===== src/bin_index_by_edges_core_defines.svh =====
// -----------------------------------------------------------------------------
// Assertion macros for the bin index core
// Shared macros that wrap a clocked property with reset disable and reporting.
// -----------------------------------------------------------------------------
`ifndef BIN_INDEX_BY_EDGES_CORE_DEFINES_SVH
`define BIN_INDEX_BY_EDGES_CORE_DEFINES_SVH

// Same-cycle implication, checked out of reset.
`define BIE_ASSERT_IMP(label, ante, cons, msg) \
  label: assert property (@(posedge clk_i) disable iff (!rst_ni) (ante) |-> (cons)) \
    else $error(msg);

// Next-cycle implication, checked out of reset.
`define BIE_ASSERT_NXT(label, ante, cons, msg) \
  label: assert property (@(posedge clk_i) disable iff (!rst_ni) (ante) |=> (cons)) \
    else $error(msg);

`endif


===== src/bie_pkg.sv =====
// -----------------------------------------------------------------------------
// Bin index core package
// Widths, register indexes, opcodes, shared types and the scan state encoding.
// -----------------------------------------------------------------------------
`default_nettype none

package bie_pkg;

  localparam int MaxEdgesDefault   = 16;
  localparam int ValueWidthDefault = 32;

  localparam int SlotWidth     = 4;
  localparam int BinWidth      = 5;
  localparam int CfgDataWidth  = 5;
  localparam int CfgIndexWidth = 2;

  // Configuration register indexes.
  localparam logic [CfgIndexWidth-1:0] CfgLeftClosed = 2'd0;
  localparam logic [CfgIndexWidth-1:0] CfgSortedMode = 2'd1;
  localparam logic [CfgIndexWidth-1:0] CfgEdgeCount  = 2'd2;

  // Register reset values.
  localparam logic                LeftClosedReset = 1'b1;
  localparam logic                SortedModeReset = 1'b0;
  localparam logic [BinWidth-1:0] EdgeCountReset  = 5'd16;

  // Item opcodes.
  localparam logic OpLoad     = 1'b0;
  localparam logic OpClassify = 1'b1;

  typedef struct packed {
    logic                left_closed;
    logic                sorted_mode;
    logic [BinWidth-1:0] edge_count;
  } bie_cfg_t;

  typedef enum logic [1:0] {
    StIdle,
    StFetch,
    StScan,
    StHold
  } bie_state_e;

endpackage

`default_nettype wire


===== src/bin_index_by_edges_core.sv =====
// -----------------------------------------------------------------------------
// Bin index by edges core
// Histogram bin index against a table of ascending bin edges in memory.
// -----------------------------------------------------------------------------
// A load beat (opcode 0) writes sample_value into edge slot edge_slot. A
// classify beat (opcode 1) returns in bin_index the number of leading edges
// that the value meets (value >= edge when left_closed is set, value > edge
// otherwise), from 0 up to the edge count in use. The edges sit in a single
// synchronous RAM with one read port, so the scan compares one edge per
// cycle: a classify beat holds the core through its fetch and a scan of at most
// the edge count of edges (16 with the defaults) before the next beat is taken.
// In sorted mode the scan resumes from the index of the previous value of the
// run, so ascending runs cost only the edges they pass over; last_of_run
// returns that position to zero. The result sits in an output register, so a
// new beat is taken while it waits. A later result that finds that register
// still full is held in the core, and the input stays stalled until the
// register is read. Edges must be loaded before they are used; configuration
// must be written only while the core is idle, which the core does not enforce.
// -----------------------------------------------------------------------------
`default_nettype none

module bin_index_by_edges_core import bie_pkg::*; #(
  parameter int MAX_EDGES   = MaxEdgesDefault,
  parameter int VALUE_WIDTH = ValueWidthDefault
) (
  input  wire logic                     clk_i,
  input  wire logic                     rst_ni,
  // Configuration write port.
  input  wire logic                     cfg_we_i,
  input  wire logic [CfgIndexWidth-1:0] cfg_index_i,
  input  wire logic [CfgDataWidth-1:0]  cfg_data_i,
  // Input channel.
  input  wire logic                     in_valid_i,
  output logic                          in_stall_o,
  input  wire logic                     opcode_i,
  input  wire logic [SlotWidth-1:0]     edge_slot_i,
  input  wire logic [VALUE_WIDTH-1:0]   sample_value_i,
  input  wire logic                     last_of_run_i,
  // Result channel.
  output logic                          out_valid_o,
  input  wire logic                     out_stall_i,
  output logic      [BinWidth-1:0]      bin_index_o
);

  localparam int AddrWidth = $clog2(MAX_EDGES);

  bie_cfg_t cfg_q;

  logic                   ram_we;
  logic [AddrWidth-1:0]   ram_waddr;
  logic [VALUE_WIDTH-1:0] ram_wdata;
  logic                   ram_re;
  logic [AddrWidth-1:0]   ram_raddr;
  logic [VALUE_WIDTH-1:0] ram_rdata;

  // Configuration registers. Writes to an index past the list are dropped.
  always_ff @(posedge clk_i or negedge rst_ni) begin
    if (!rst_ni) begin
      cfg_q.left_closed <= LeftClosedReset;
      cfg_q.sorted_mode <= SortedModeReset;
      cfg_q.edge_count  <= EdgeCountReset;
    end else if (cfg_we_i) begin
      if (cfg_index_i == CfgLeftClosed) begin
        cfg_q.left_closed <= cfg_data_i[0];
      end else if (cfg_index_i == CfgSortedMode) begin
        cfg_q.sorted_mode <= cfg_data_i[0];
      end else if (cfg_index_i == CfgEdgeCount) begin
        cfg_q.edge_count <= cfg_data_i[BinWidth-1:0];
      end
    end
  end

  // The edge table: one entry per edge, written by load beats and read
  // one entry a cycle by the scan.
  bie_ram #(
    .Width (VALUE_WIDTH),
    .Depth (MAX_EDGES)
  ) u_edge_ram (
    .clk_i   (clk_i),
    .we_i    (ram_we),
    .waddr_i (ram_waddr),
    .wdata_i (ram_wdata),
    .re_i    (ram_re),
    .raddr_i (ram_raddr),
    .rdata_o (ram_rdata)
  );

  // The sequencer takes beats, issues the reads ahead of each compare and
  // keeps the sorted-mode scan position.
  bie_scan #(
    .MAX_EDGES   (MAX_EDGES),
    .VALUE_WIDTH (VALUE_WIDTH)
  ) u_scan (
    .clk_i          (clk_i),
    .rst_ni         (rst_ni),
    .cfg_i          (cfg_q),
    .in_valid_i     (in_valid_i),
    .in_stall_o     (in_stall_o),
    .opcode_i       (opcode_i),
    .edge_slot_i    (edge_slot_i),
    .sample_value_i (sample_value_i),
    .last_of_run_i  (last_of_run_i),
    .out_valid_o    (out_valid_o),
    .out_stall_i    (out_stall_i),
    .bin_index_o    (bin_index_o),
    .ram_we_o       (ram_we),
    .ram_waddr_o    (ram_waddr),
    .ram_wdata_o    (ram_wdata),
    .ram_re_o       (ram_re),
    .ram_raddr_o    (ram_raddr),
    .ram_rdata_i    (ram_rdata)
  );

endmodule

`default_nettype wire


===== src/bie_ram.sv =====
// -----------------------------------------------------------------------------
// Generic single-write, single-read RAM
// One write port and one read port with the read data registered.
// -----------------------------------------------------------------------------
`default_nettype none

module bie_ram #(
  parameter int Width = 32,
  parameter int Depth = 16
) (
  input  wire logic                     clk_i,
  input  wire logic                     we_i,
  input  wire logic [$clog2(Depth)-1:0] waddr_i,
  input  wire logic [Width-1:0]         wdata_i,
  input  wire logic                     re_i,
  input  wire logic [$clog2(Depth)-1:0] raddr_i,
  output logic      [Width-1:0]         rdata_o
);

  logic [Width-1:0] mem_q [Depth];

  always_ff @(posedge clk_i) begin
    if (we_i) begin
      mem_q[waddr_i] <= wdata_i;
    end
    if (re_i) begin
      rdata_o <= mem_q[raddr_i];
    end
  end

endmodule

`default_nettype wire


===== src/bie_scan.sv =====
// -----------------------------------------------------------------------------
// Bin index scan sequencer
// Accepts beats, writes edges, walks the edge memory and holds the result.
// -----------------------------------------------------------------------------
`default_nettype none

`include "bin_index_by_edges_core_defines.svh"

module bie_scan import bie_pkg::*; #(
  parameter int MAX_EDGES   = MaxEdgesDefault,
  parameter int VALUE_WIDTH = ValueWidthDefault
) (
  input  wire logic                         clk_i,
  input  wire logic                         rst_ni,
  input  wire bie_cfg_t                     cfg_i,
  input  wire logic                         in_valid_i,
  output logic                              in_stall_o,
  input  wire logic                         opcode_i,
  input  wire logic [SlotWidth-1:0]         edge_slot_i,
  input  wire logic [VALUE_WIDTH-1:0]       sample_value_i,
  input  wire logic                         last_of_run_i,
  output logic                              out_valid_o,
  input  wire logic                         out_stall_i,
  output logic      [BinWidth-1:0]          bin_index_o,
  output logic                              ram_we_o,
  output logic      [$clog2(MAX_EDGES)-1:0] ram_waddr_o,
  output logic      [VALUE_WIDTH-1:0]       ram_wdata_o,
  output logic                              ram_re_o,
  output logic      [$clog2(MAX_EDGES)-1:0] ram_raddr_o,
  input  wire logic [VALUE_WIDTH-1:0]       ram_rdata_i
);

  localparam int AddrWidth = $clog2(MAX_EDGES);

  bie_state_e state_q, state_d;

  logic [BinWidth-1:0]    k_q, k_d;
  logic [BinWidth-1:0]    count_q, count_d;
  logic [BinWidth-1:0]    scan_pos_q, scan_pos_d;
  logic                   last_q, last_d;
  logic [VALUE_WIDTH-1:0] value_q, value_d;
  logic                   out_valid_q, out_valid_d;
  logic [BinWidth-1:0]    bin_q, bin_d;

  logic                   in_accept;
  logic [BinWidth-1:0]    count_w;
  logic [BinWidth-1:0]    start_w;
  logic [BinWidth-1:0]    k_next;
  logic                   meets;
  logic                   out_free;
  logic                   finish;
  logic [BinWidth-1:0]    k_fin;
  logic [SlotWidth-1:0]   slot_rem;

  assign in_accept = in_valid_i && !in_stall_o;
  assign in_stall_o = (state_q != StIdle);
  assign out_free = !out_valid_q || !out_stall_i;
  assign k_next = k_q + BinWidth'(1);

  // Edge count clamped to the table size, and the sorted-mode start point.
  always_comb begin
    if (32'(cfg_i.edge_count) > MAX_EDGES) begin
      count_w = BinWidth'(MAX_EDGES);
    end else begin
      count_w = cfg_i.edge_count;
    end
    if (!cfg_i.sorted_mode) begin
      start_w = '0;
    end else if (scan_pos_q > count_w) begin
      start_w = count_w;
    end else begin
      start_w = scan_pos_q;
    end
  end

  // Slot folded onto the table depth; a few narrow subtract steps at most.
  always_comb begin
    slot_rem = edge_slot_i;
    for (int i = 0; i < 8; i++) begin
      if (32'(slot_rem) >= MAX_EDGES) begin
        slot_rem = slot_rem - SlotWidth'(MAX_EDGES);
      end
    end
  end

  assign ram_we_o    = in_accept && (opcode_i == OpLoad);
  assign ram_waddr_o = AddrWidth'(slot_rem);
  assign ram_wdata_o = sample_value_i;
  assign ram_re_o    = (state_q == StFetch) || (state_q == StScan);
  assign ram_raddr_o = (state_q == StScan) ? AddrWidth'(k_next) : AddrWidth'(k_q);

  always_comb begin
    if (cfg_i.left_closed) begin
      meets = $signed(value_q) >= $signed(ram_rdata_i);
    end else begin
      meets = $signed(value_q) > $signed(ram_rdata_i);
    end
  end

  always_comb begin
    state_d     = state_q;
    k_d         = k_q;
    count_d     = count_q;
    last_d      = last_q;
    value_d     = value_q;
    scan_pos_d  = scan_pos_q;
    bin_d       = bin_q;
    finish      = 1'b0;
    k_fin       = k_q;
    out_valid_d = out_valid_q && out_stall_i;

    unique case (state_q)
      StIdle: begin
        if (in_accept && (opcode_i == OpClassify)) begin
          k_d     = start_w;
          count_d = count_w;
          last_d  = last_of_run_i;
          value_d = sample_value_i;
          state_d = StFetch;
        end
      end
      StFetch: begin
        if (k_q < count_q) begin
          state_d = StScan;
        end else begin
          finish = 1'b1;
        end
      end
      StScan: begin
        if (meets && (k_next < count_q)) begin
          k_d = k_next;
        end else begin
          finish = 1'b1;
          k_fin  = meets ? k_next : k_q;
        end
      end
      StHold: begin
        if (out_free) begin
          bin_d       = k_q;
          out_valid_d = 1'b1;
          state_d     = StIdle;
        end
      end
      default: begin
        state_d = StIdle;
      end
    endcase

    if (finish) begin
      k_d = k_fin;
      if (last_q) begin
        scan_pos_d = '0;
      end else if (cfg_i.sorted_mode) begin
        scan_pos_d = k_fin;
      end
      if (out_free) begin
        bin_d       = k_fin;
        out_valid_d = 1'b1;
        state_d     = StIdle;
      end else begin
        state_d = StHold;
      end
    end
  end

  always_ff @(posedge clk_i or negedge rst_ni) begin
    if (!rst_ni) begin
      state_q     <= StIdle;
      scan_pos_q  <= '0;
      out_valid_q <= 1'b0;
    end else begin
      state_q     <= state_d;
      scan_pos_q  <= scan_pos_d;
      out_valid_q <= out_valid_d;
    end
  end

  always_ff @(posedge clk_i) begin
    k_q     <= k_d;
    count_q <= count_d;
    last_q  <= last_d;
    value_q <= value_d;
    bin_q   <= bin_d;
  end

  assign out_valid_o = out_valid_q;
  assign bin_index_o = bin_q;

  `BIE_ASSERT_NXT(a_load_stays_idle, in_accept && (opcode_i == OpLoad), state_q == StIdle, "load beat left the idle state")
  `BIE_ASSERT_NXT(a_classify_fetches, in_accept && (opcode_i == OpClassify), state_q == StFetch, "classify beat did not start a fetch")
  `BIE_ASSERT_IMP(a_scan_in_range, state_q == StScan, k_q < count_q, "scan index reached the edge count")
  `BIE_ASSERT_IMP(a_result_from_scan, $rose(out_valid_q), ($past(state_q) == StFetch) || ($past(state_q) == StScan) || ($past(state_q) == StHold), "result appeared without a scan")

endmodule

`default_nettype wire

===== config.mk =====
export PLATFORM = sky130hd
export DESIGN_NAME = bin_index_by_edges_core
export DESIGN_NICKNAME = d
export VERILOG_FILES = /design/src/bie_pkg.sv /design/src/bin_index_by_edges_core.sv /design/src/bie_ram.sv /design/src/bie_scan.sv
export VERILOG_INCLUDE_DIRS = /design/src /design/src/src
export SDC_FILE = /design/constraint.sdc
export NUM_CORES = 1
export LEC_CHECK = 0
export BUFFER_PORTS_ARGS = -buffer_cell sky130_fd_sc_hd__buf_2
export CORE_AREA = 4 4 210 212
export CTS_BUF_LIST = sky130_fd_sc_hd__clkbuf_8
export DETAILED_ROUTE_END_ITERATION = 6
export DIE_AREA = 0 0 214 216
export PLACE_DENSITY = 0.77
export SLEW_MARGIN = 20
export SYNTH_ARGS = -nofsm -noshare
export SYNTH_HDL_FRONTEND = slang
export SYNTH_SLANG_ARGS = --single-unit
export TNS_END_PERCENT = 30

===== constraint.sdc =====
create_clock -name clk_i -period 3.39 [get_ports clk_i]
set_clock_uncertainty 0.05 [all_clocks]
set_input_delay 0.5085 -clock clk_i [delete_from_list [all_inputs] [get_ports clk_i]]
set_output_delay 0.5085 -clock clk_i [all_outputs]
set_load 0.1 [all_outputs]

### Word-level counts from Yosys, hierarchy flattened

Memory sizes are Yosys's and may differ from the RTL's. A register that Yosys moved wholly into a read port is not among the register bits.
Cells that the tools add are included.

| operators by class | value |
|---|---|
| $add $sub $neg | 1 |
| $lt $le $gt $ge | 6 |
| eq/ne operators | 9 |
| multiplexer cells | 33 |
| bitwise operators | 3 |
| reduce and logical (&&, ||, !) cells | 23 |

Operator list:

| cell | count |
|---|---|
| 5-bit two-way mux | 15 |
| 32-bit >= comparator | 1 |
| 32-bit > comparator | 1 |
| 5-bit < comparator | 2 |
| 2-bit two-way mux | 5 |
| 5-bit one-hot mux with 2 select lines | 1 |
| 1-bit two-way mux | 9 |
| 4-bit AND reduction | 2 |
| 2-bit == test, second input constant | 3 |
| 3-bit by 1-bit != test with 1-bit output, second input constant | 2 |
| 3-bit by 2-bit != test with 1-bit output, second input constant | 2 |
| 2-bit one-hot mux with 3 select lines | 1 |
| 2-bit AND reduction | 3 |
| 3-bit AND reduction | 2 |
| 5-bit by 1-bit adder with 5-bit output, second input constant | 1 |
| 5-bit > comparator | 1 |
| 5-bit > comparator, second input constant | 1 |
| 1-bit logical AND | 5 |
| 2-bit by 1-bit == test with 1-bit output, second input constant | 2 |
| 2-bit logical NOT | 2 |
| 4-bit two-way mux | 1 |
| 2-bit nonzero test | 2 |
| 4-bit nonzero test | 1 |
| 1-bit logical NOT | 3 |
| other kinds (4) | 7 |

| word-level totals | value |
|---|---|
| register bits after elaboration | 63 |
| memory bits (writable) | 512 |
| input port bits | 50 |
| output and inout port bits | 7 |
| word-level logic and storage cells | 87 |
| memories kept | 1 |

Memory list:

| name | depth | bits a word | read ports | clocked after memory_dff | write ports | line | source |
|---|---|---|---|---|---|---|---|
| u_edge_ram.mem_q | 16 | 32 | 1 | 1 | 1 | bie_ram.sv:20 | `logic [Width-1:0] mem_q [Depth];` |

### Longest topological paths before layout

| logic depth | value |
|---|---|
| word-level depth | 8 |
| depth in mapped cells | 12 |

### Cells and area by module

A second synthesis with hierarchy kept.

| second synthesis, totals | value |
|---|---|
| cells, all modules | 1239 |
| area, all modules | 24362.1 sq um |

Modules (own cells, without submodules):

| module | instances | cells each | area an instance (sq um) | sequential area each (sq um) |
|---|---|---|---|---|
| bie_ram | 1 | 838 | 20155.6 | 16335.7 |
| bie_scan | 1 | 384 | 3891.2 | 1591.5 |
| bin_index_by_edges_core | 1 | 17 | 315.3 | 177.7 |

### Worst setup path after synthesis

OpenSTA, ideal clock, no wires.

| timing path | value |
|---|---|
| path type | register to register |
| start point | register u_scan.state_q[0] |
| end point | memory u_edge_ram.mem_q[0][0] (enable) |
| data arrival time | 3.255 ns |
| data required time | 2.879 ns |
| path slack | -0.376 ns |
| stages on the path, launching flop included | 7 |
| path buffers | 0 |
| period minus slack after synthesis | 3.766 ns |
| cell sequence | dfrtp_1 -> inv_1 -> ha_1 -> nand2_1 -> nor3_1 -> nand2b_1 -> nor3_1 |

| on the way | value |
|---|---|
| word-level cells in the longest chain between the ends | 6 |

RTL lines:

| what | line | source |
|---|---|---|
| start: declaration | bie_scan.sv:35 | `bie_state_e state_q, state_d;` |
| start signal: assignment | bie_scan.sv:168 | `state_q <= StIdle;` |
| start signal: assignment | bie_scan.sv:172 | `state_q <= state_d;` |
| 2-bit nonzero test | bie_scan.sv:56 | `assign in_stall_o = (state_q != StIdle);` |
| 1-bit logical NOT | bie_scan.sv:55 | `assign in_accept = in_valid_i && !in_stall_o;` |
| 1-bit logical AND | bie_scan.sv:55 |  |
| 1-bit logical AND | bie_scan.sv:86 | `assign ram_we_o = in_accept && (opcode_i == OpLoad);` |
| 1-bit two-way mux | bie_ram.sv:23 | `if (we_i) begin` |
| 1-bit two-way mux (implied by the code) | bie_ram.sv:24 | `mem_q[waddr_i] <= wdata_i;` |
| end: declaration | bie_ram.sv:20 |  |

Every way passes these cells.

### Final worst setup path

| timing path | value |
|---|---|
| start point | register u_edge_ram.rdata_o[19], read port of u_edge_ram.mem_q |
| end point | register u_scan.bin_q[4], in the netlist u_scan.bin_index_o[4] |

| on the way | value |
|---|---|
| word-level cells in the longest chain between the ends | 7 |
| elaborated cells between the ends (all ways) | 11 |
| classes of those cells | 2 x order compare; 8 x mux; 1 x reduce/logical |

RTL lines:

| what | line | source |
|---|---|---|
| start: declaration | bie_ram.sv:17 | `output logic [Width-1:0] rdata_o` |
| 32-bit > comparator / 32-bit >= comparator (equally long branches) | bie_scan.sv:96, bie_scan.sv:94 |  |
| 1-bit two-way mux * | bie_scan.sv:93 | `if (cfg_i.left_closed) begin` |
| 5-bit two-way mux / 1-bit logical AND (equally long branches) | bie_scan.sv:134, bie_scan.sv:130 |  |
| 5-bit two-way mux | bie_scan.sv:130 | `if (meets && (k_next < count_q)) begin` |
| 5-bit two-way mux | bie_scan.sv:112 | `unique case (state_q)` |
| 5-bit two-way mux | bie_scan.sv:156 | `if (out_free) begin` |
| 5-bit two-way mux * | bie_scan.sv:149 | `if (finish) begin` |
| net u_scan.bin_d[4] | bie_scan.sv:43 | `logic [BinWidth-1:0] bin_q, bin_d;` |
| end signal: assignment | bie_scan.sv:183 | `bin_q <= bin_d;` |
| end: declaration | bie_scan.sv:43 |  |

The timed path passes the listed nets; every way through them passes the cells marked *.
A chain may end at the register's enable or synchronous reset.

==> impl_metrics.yaml <==
synth:
  syn_nets: 1224
  synthTopCellsByCount: "587 x edfxtp_1, 160 x mux4_2, 51 x ha_1"
  synth_cell_types: 63
  ys_seq_elements: 607
  synth_cells: 1123
  yosys.area.top_type: "edfxtp_1"
  syn-cell-area_sq_um: 24140
  yosysTopAreaCellShare_pct: 73.02
  avgSynthCellArea_sq_um: 21.50
  ys.flop_type: "edfxtp_1"
  yosys_warnings: 0
  yosysMostFrequentCell: "edfxtp_1"
  ys_seq_area_share_pct: 75.00
  synthTopCellsByArea: "edfxtp_1 73%, mux4_2 15%, ha_1 2.6%, dfrtp_1 1.3%, inv_1 0.78%"
  async_flop_share_pct: 2.471
  synth_edf_count: 587
hold_path:
  min_delay_path_depth: 2
  hold_path.class: "primary input to register"
sta:
  fin_crit_ps: 3383
  setup_viol: 0
  relSlewSlack_pct: 50.53
  fmax_ghz: 0.2956
  setup_ws_ps: 7.469
  final-hold-violation-count: 0
  period_share_pct: 99.78
  hold_slack_ps: 64.58
  worstMarginPinSlew_ps: 738.5
  drv_slew: 0
  rsz0062_at_grt: "false"
route:
  drt_iter0_markers: 1294
  first_pass_iters: 6
  drc: 0
  ant_nets: 0
  wl_per_cell_microns: 26.68
  drt_wl_total_microns: 50750
  post_drt_via_cell_ratio: 6.198
  vias: 11790
critical_path:
  setup.worst_path.start_class: "register"
  crit_type: "register to register"
  reg2reg_depth: 10
  required_ps: 3880
  critPathCaptureType: "register"
  crit_arrival_ps: 3870
  cp_max_fo: 12
cells_and_area:
  seq_area_sq_um: 18100
  syn_to_final_growth_pct: 13.86
  multi_input_area_sq_um: 5848
  final_cells: 1902
  antenna_cells: 0
  fillers: 2641
  layout-drive-gt1-share_pct: 31.33
  nets: 1390
cts:
  h-tree-depth: 3
  cts_tree: "built"
  cts.sinks: 607
  root_buffer: "clkbuf_8"
  clk_latency_ps: 680
  cts_setup_buffers: 0
  clk_pin_slew_ps: 60
  cts.path.max_buffers: 3
  numCtsBuffers: 92
floorplanning:
  initial_core_util_pct: 57.55
  die_area_sq_um: 46220
  row_count: 75
  die-width_microns: 214
  ios: 57
  die_h_microns: 216
  core-area_sq_um: 41950
placement:
  place_worst_setup_slack_ps: 63.59
  gp_congestion: 0.8421
  hpwl_microns: 28340
  dp_cells: 1729
  portBuffers: 56
power:
  cellLeakagePower_uw: 0.009325
  p_total_uw: 23480
  p_per_area_nw_per_um2: 854.3
  peakVddDrop_v: 0.0007125
global_routing:
  grt_pass1_vias: 12380
  overflow: 0
  grt_pass1_wl_microns: 77160
  grt_max_degree: 34
  grt_use_total_pct: 22.37
  antenna_found_initial: 4
flow_run:
  maxCapViolations: 0
run_status:
  status: "complete, no violations"
-- sequential cells by signal (all words and copies together), names as in the netlist, 2 cells and up --
| signal | count |
|---|---|
| u_scan.scan_pos_q | 5 |
| u_edge_ram.rdata_o | 32 |
| u_scan.count_q | 5 |
| u_scan.k_q | 5 |
| u_scan.value_q | 32 |
| u_edge_ram.mem_q | 512 |
| cfg_q | 7 |
| u_scan.state_q | 2 |
| u_scan.bin_index_o | 5 |
-- kinds of logic after synthesis --
logic type / Yosys count / synth area share [%]
AOI/OAI and AO/OA: 85 / 2.566
xor gates and xnor gates: 11 / 0.3991
adders and majority gates: 51 / 2.643
and+or+nand+nor: 100 / 2.156
DFF: 607 / 75.00
muxes: 177 / 15.68
buffers and inverters: 92 / 1.560
-- stage by stage --
stage	instance area (sq um)	setup TNS, ps	utilization (%)
after CTS	27480	0	65.51
after global routing	27490	0	65.53
final	27490	0	65.53
after global placement	25720	0	61.33
after floorplan	24150	-20950	-
after detailed placement	25720	0	61.33
-- critical path, cell delays in order, from the launching register on --
cell,delay [ps]
edfxtp_1,350
inv_1,50
ha_1,320
a21oi_1,170
o21ai_0,250
a21o_1,260
o311ai_1,550
o221a_4,440
o31a_1,420
nor2_1,120
a221o_1,270
-- worst paths after layout --
path                                        start                    end  slack, ps
max                        u_edge_ram.rdata_o[19]  u_scan.bin_index_o[4]          7
min                                 cfg_data_i[2]               cfg_q[2]         60
max reg2reg                u_edge_ram.rdata_o[19]  u_scan.bin_index_o[4]          7
min reg2reg                 u_scan.bin_index_o[2]  u_scan.bin_index_o[2]        440
max in group asynchronous                  rst_ni               cfg_q[6]       2680
min in group asynchronous                  rst_ni      u_scan.state_q[1]        280
-- per-layer routing --
metal	track usage, %	up-vias	part of all wire, %	wire, microns
li1	-	5032	-	-
met1	32.06	6178	42	21310
met2	35.92	495	49	24970
met3	5.190	77	7.2	3639
met4	5.317	6	1.6	792
met5	0	-	0.067	34
-- where the power goes --
group / leakage, uW / switching [uW] / internal (uW)
Clock: 0.000981 / 2750 / 2820
Combinational: 0.00281 / 4370 / 4380
Sequential: 0.00554 / 185 / 8980
-- layout by cell type (no fill, tap or decap), drive strengths merged, types with 3 or more instances in the layout --
master	count
dlygate4sd3	5
nor4	3
o21ai	15
xnor2	6
o21a	3
edfxtp	587
mux2i	8
o31ai	6
mux4	160
nand3b	3
nand2b	6
dfxtp	5
a21oi	21
buf	109
nand3	10
a221o	3
a21o	9
inv	85
o22ai	3
nand4	9
nor3	9
o211a	4
clkbuf	93
nor2	22
a22oi	3
xor2	5
bufinv	3
dfrtp	13
mux2	9
nor2b	3
ha	51
nand2	26
clkinv	35
-- what timing repair did --
| action | 4_1_cts | 5_1_grt |
|---|---|---|
| hold buffers | 5 | 0 |
| resized for setup | 0 | 1 |
| hold endpoints to repair | 19 | 0 |
| setup endpoints to repair | 0 | 7 |
-- layout make-up --
cell class	count	share of cell area, %
flip-flops and latches	607	65.87
multi-input cells	424	21.28
clock buffers	93	4.657
repair buffers	114	3.514
well taps	539	2.454
clock inverters	75	1.548
inverters	50	0.6828
No activity file was read; power rests on OpenSTA's default activity.
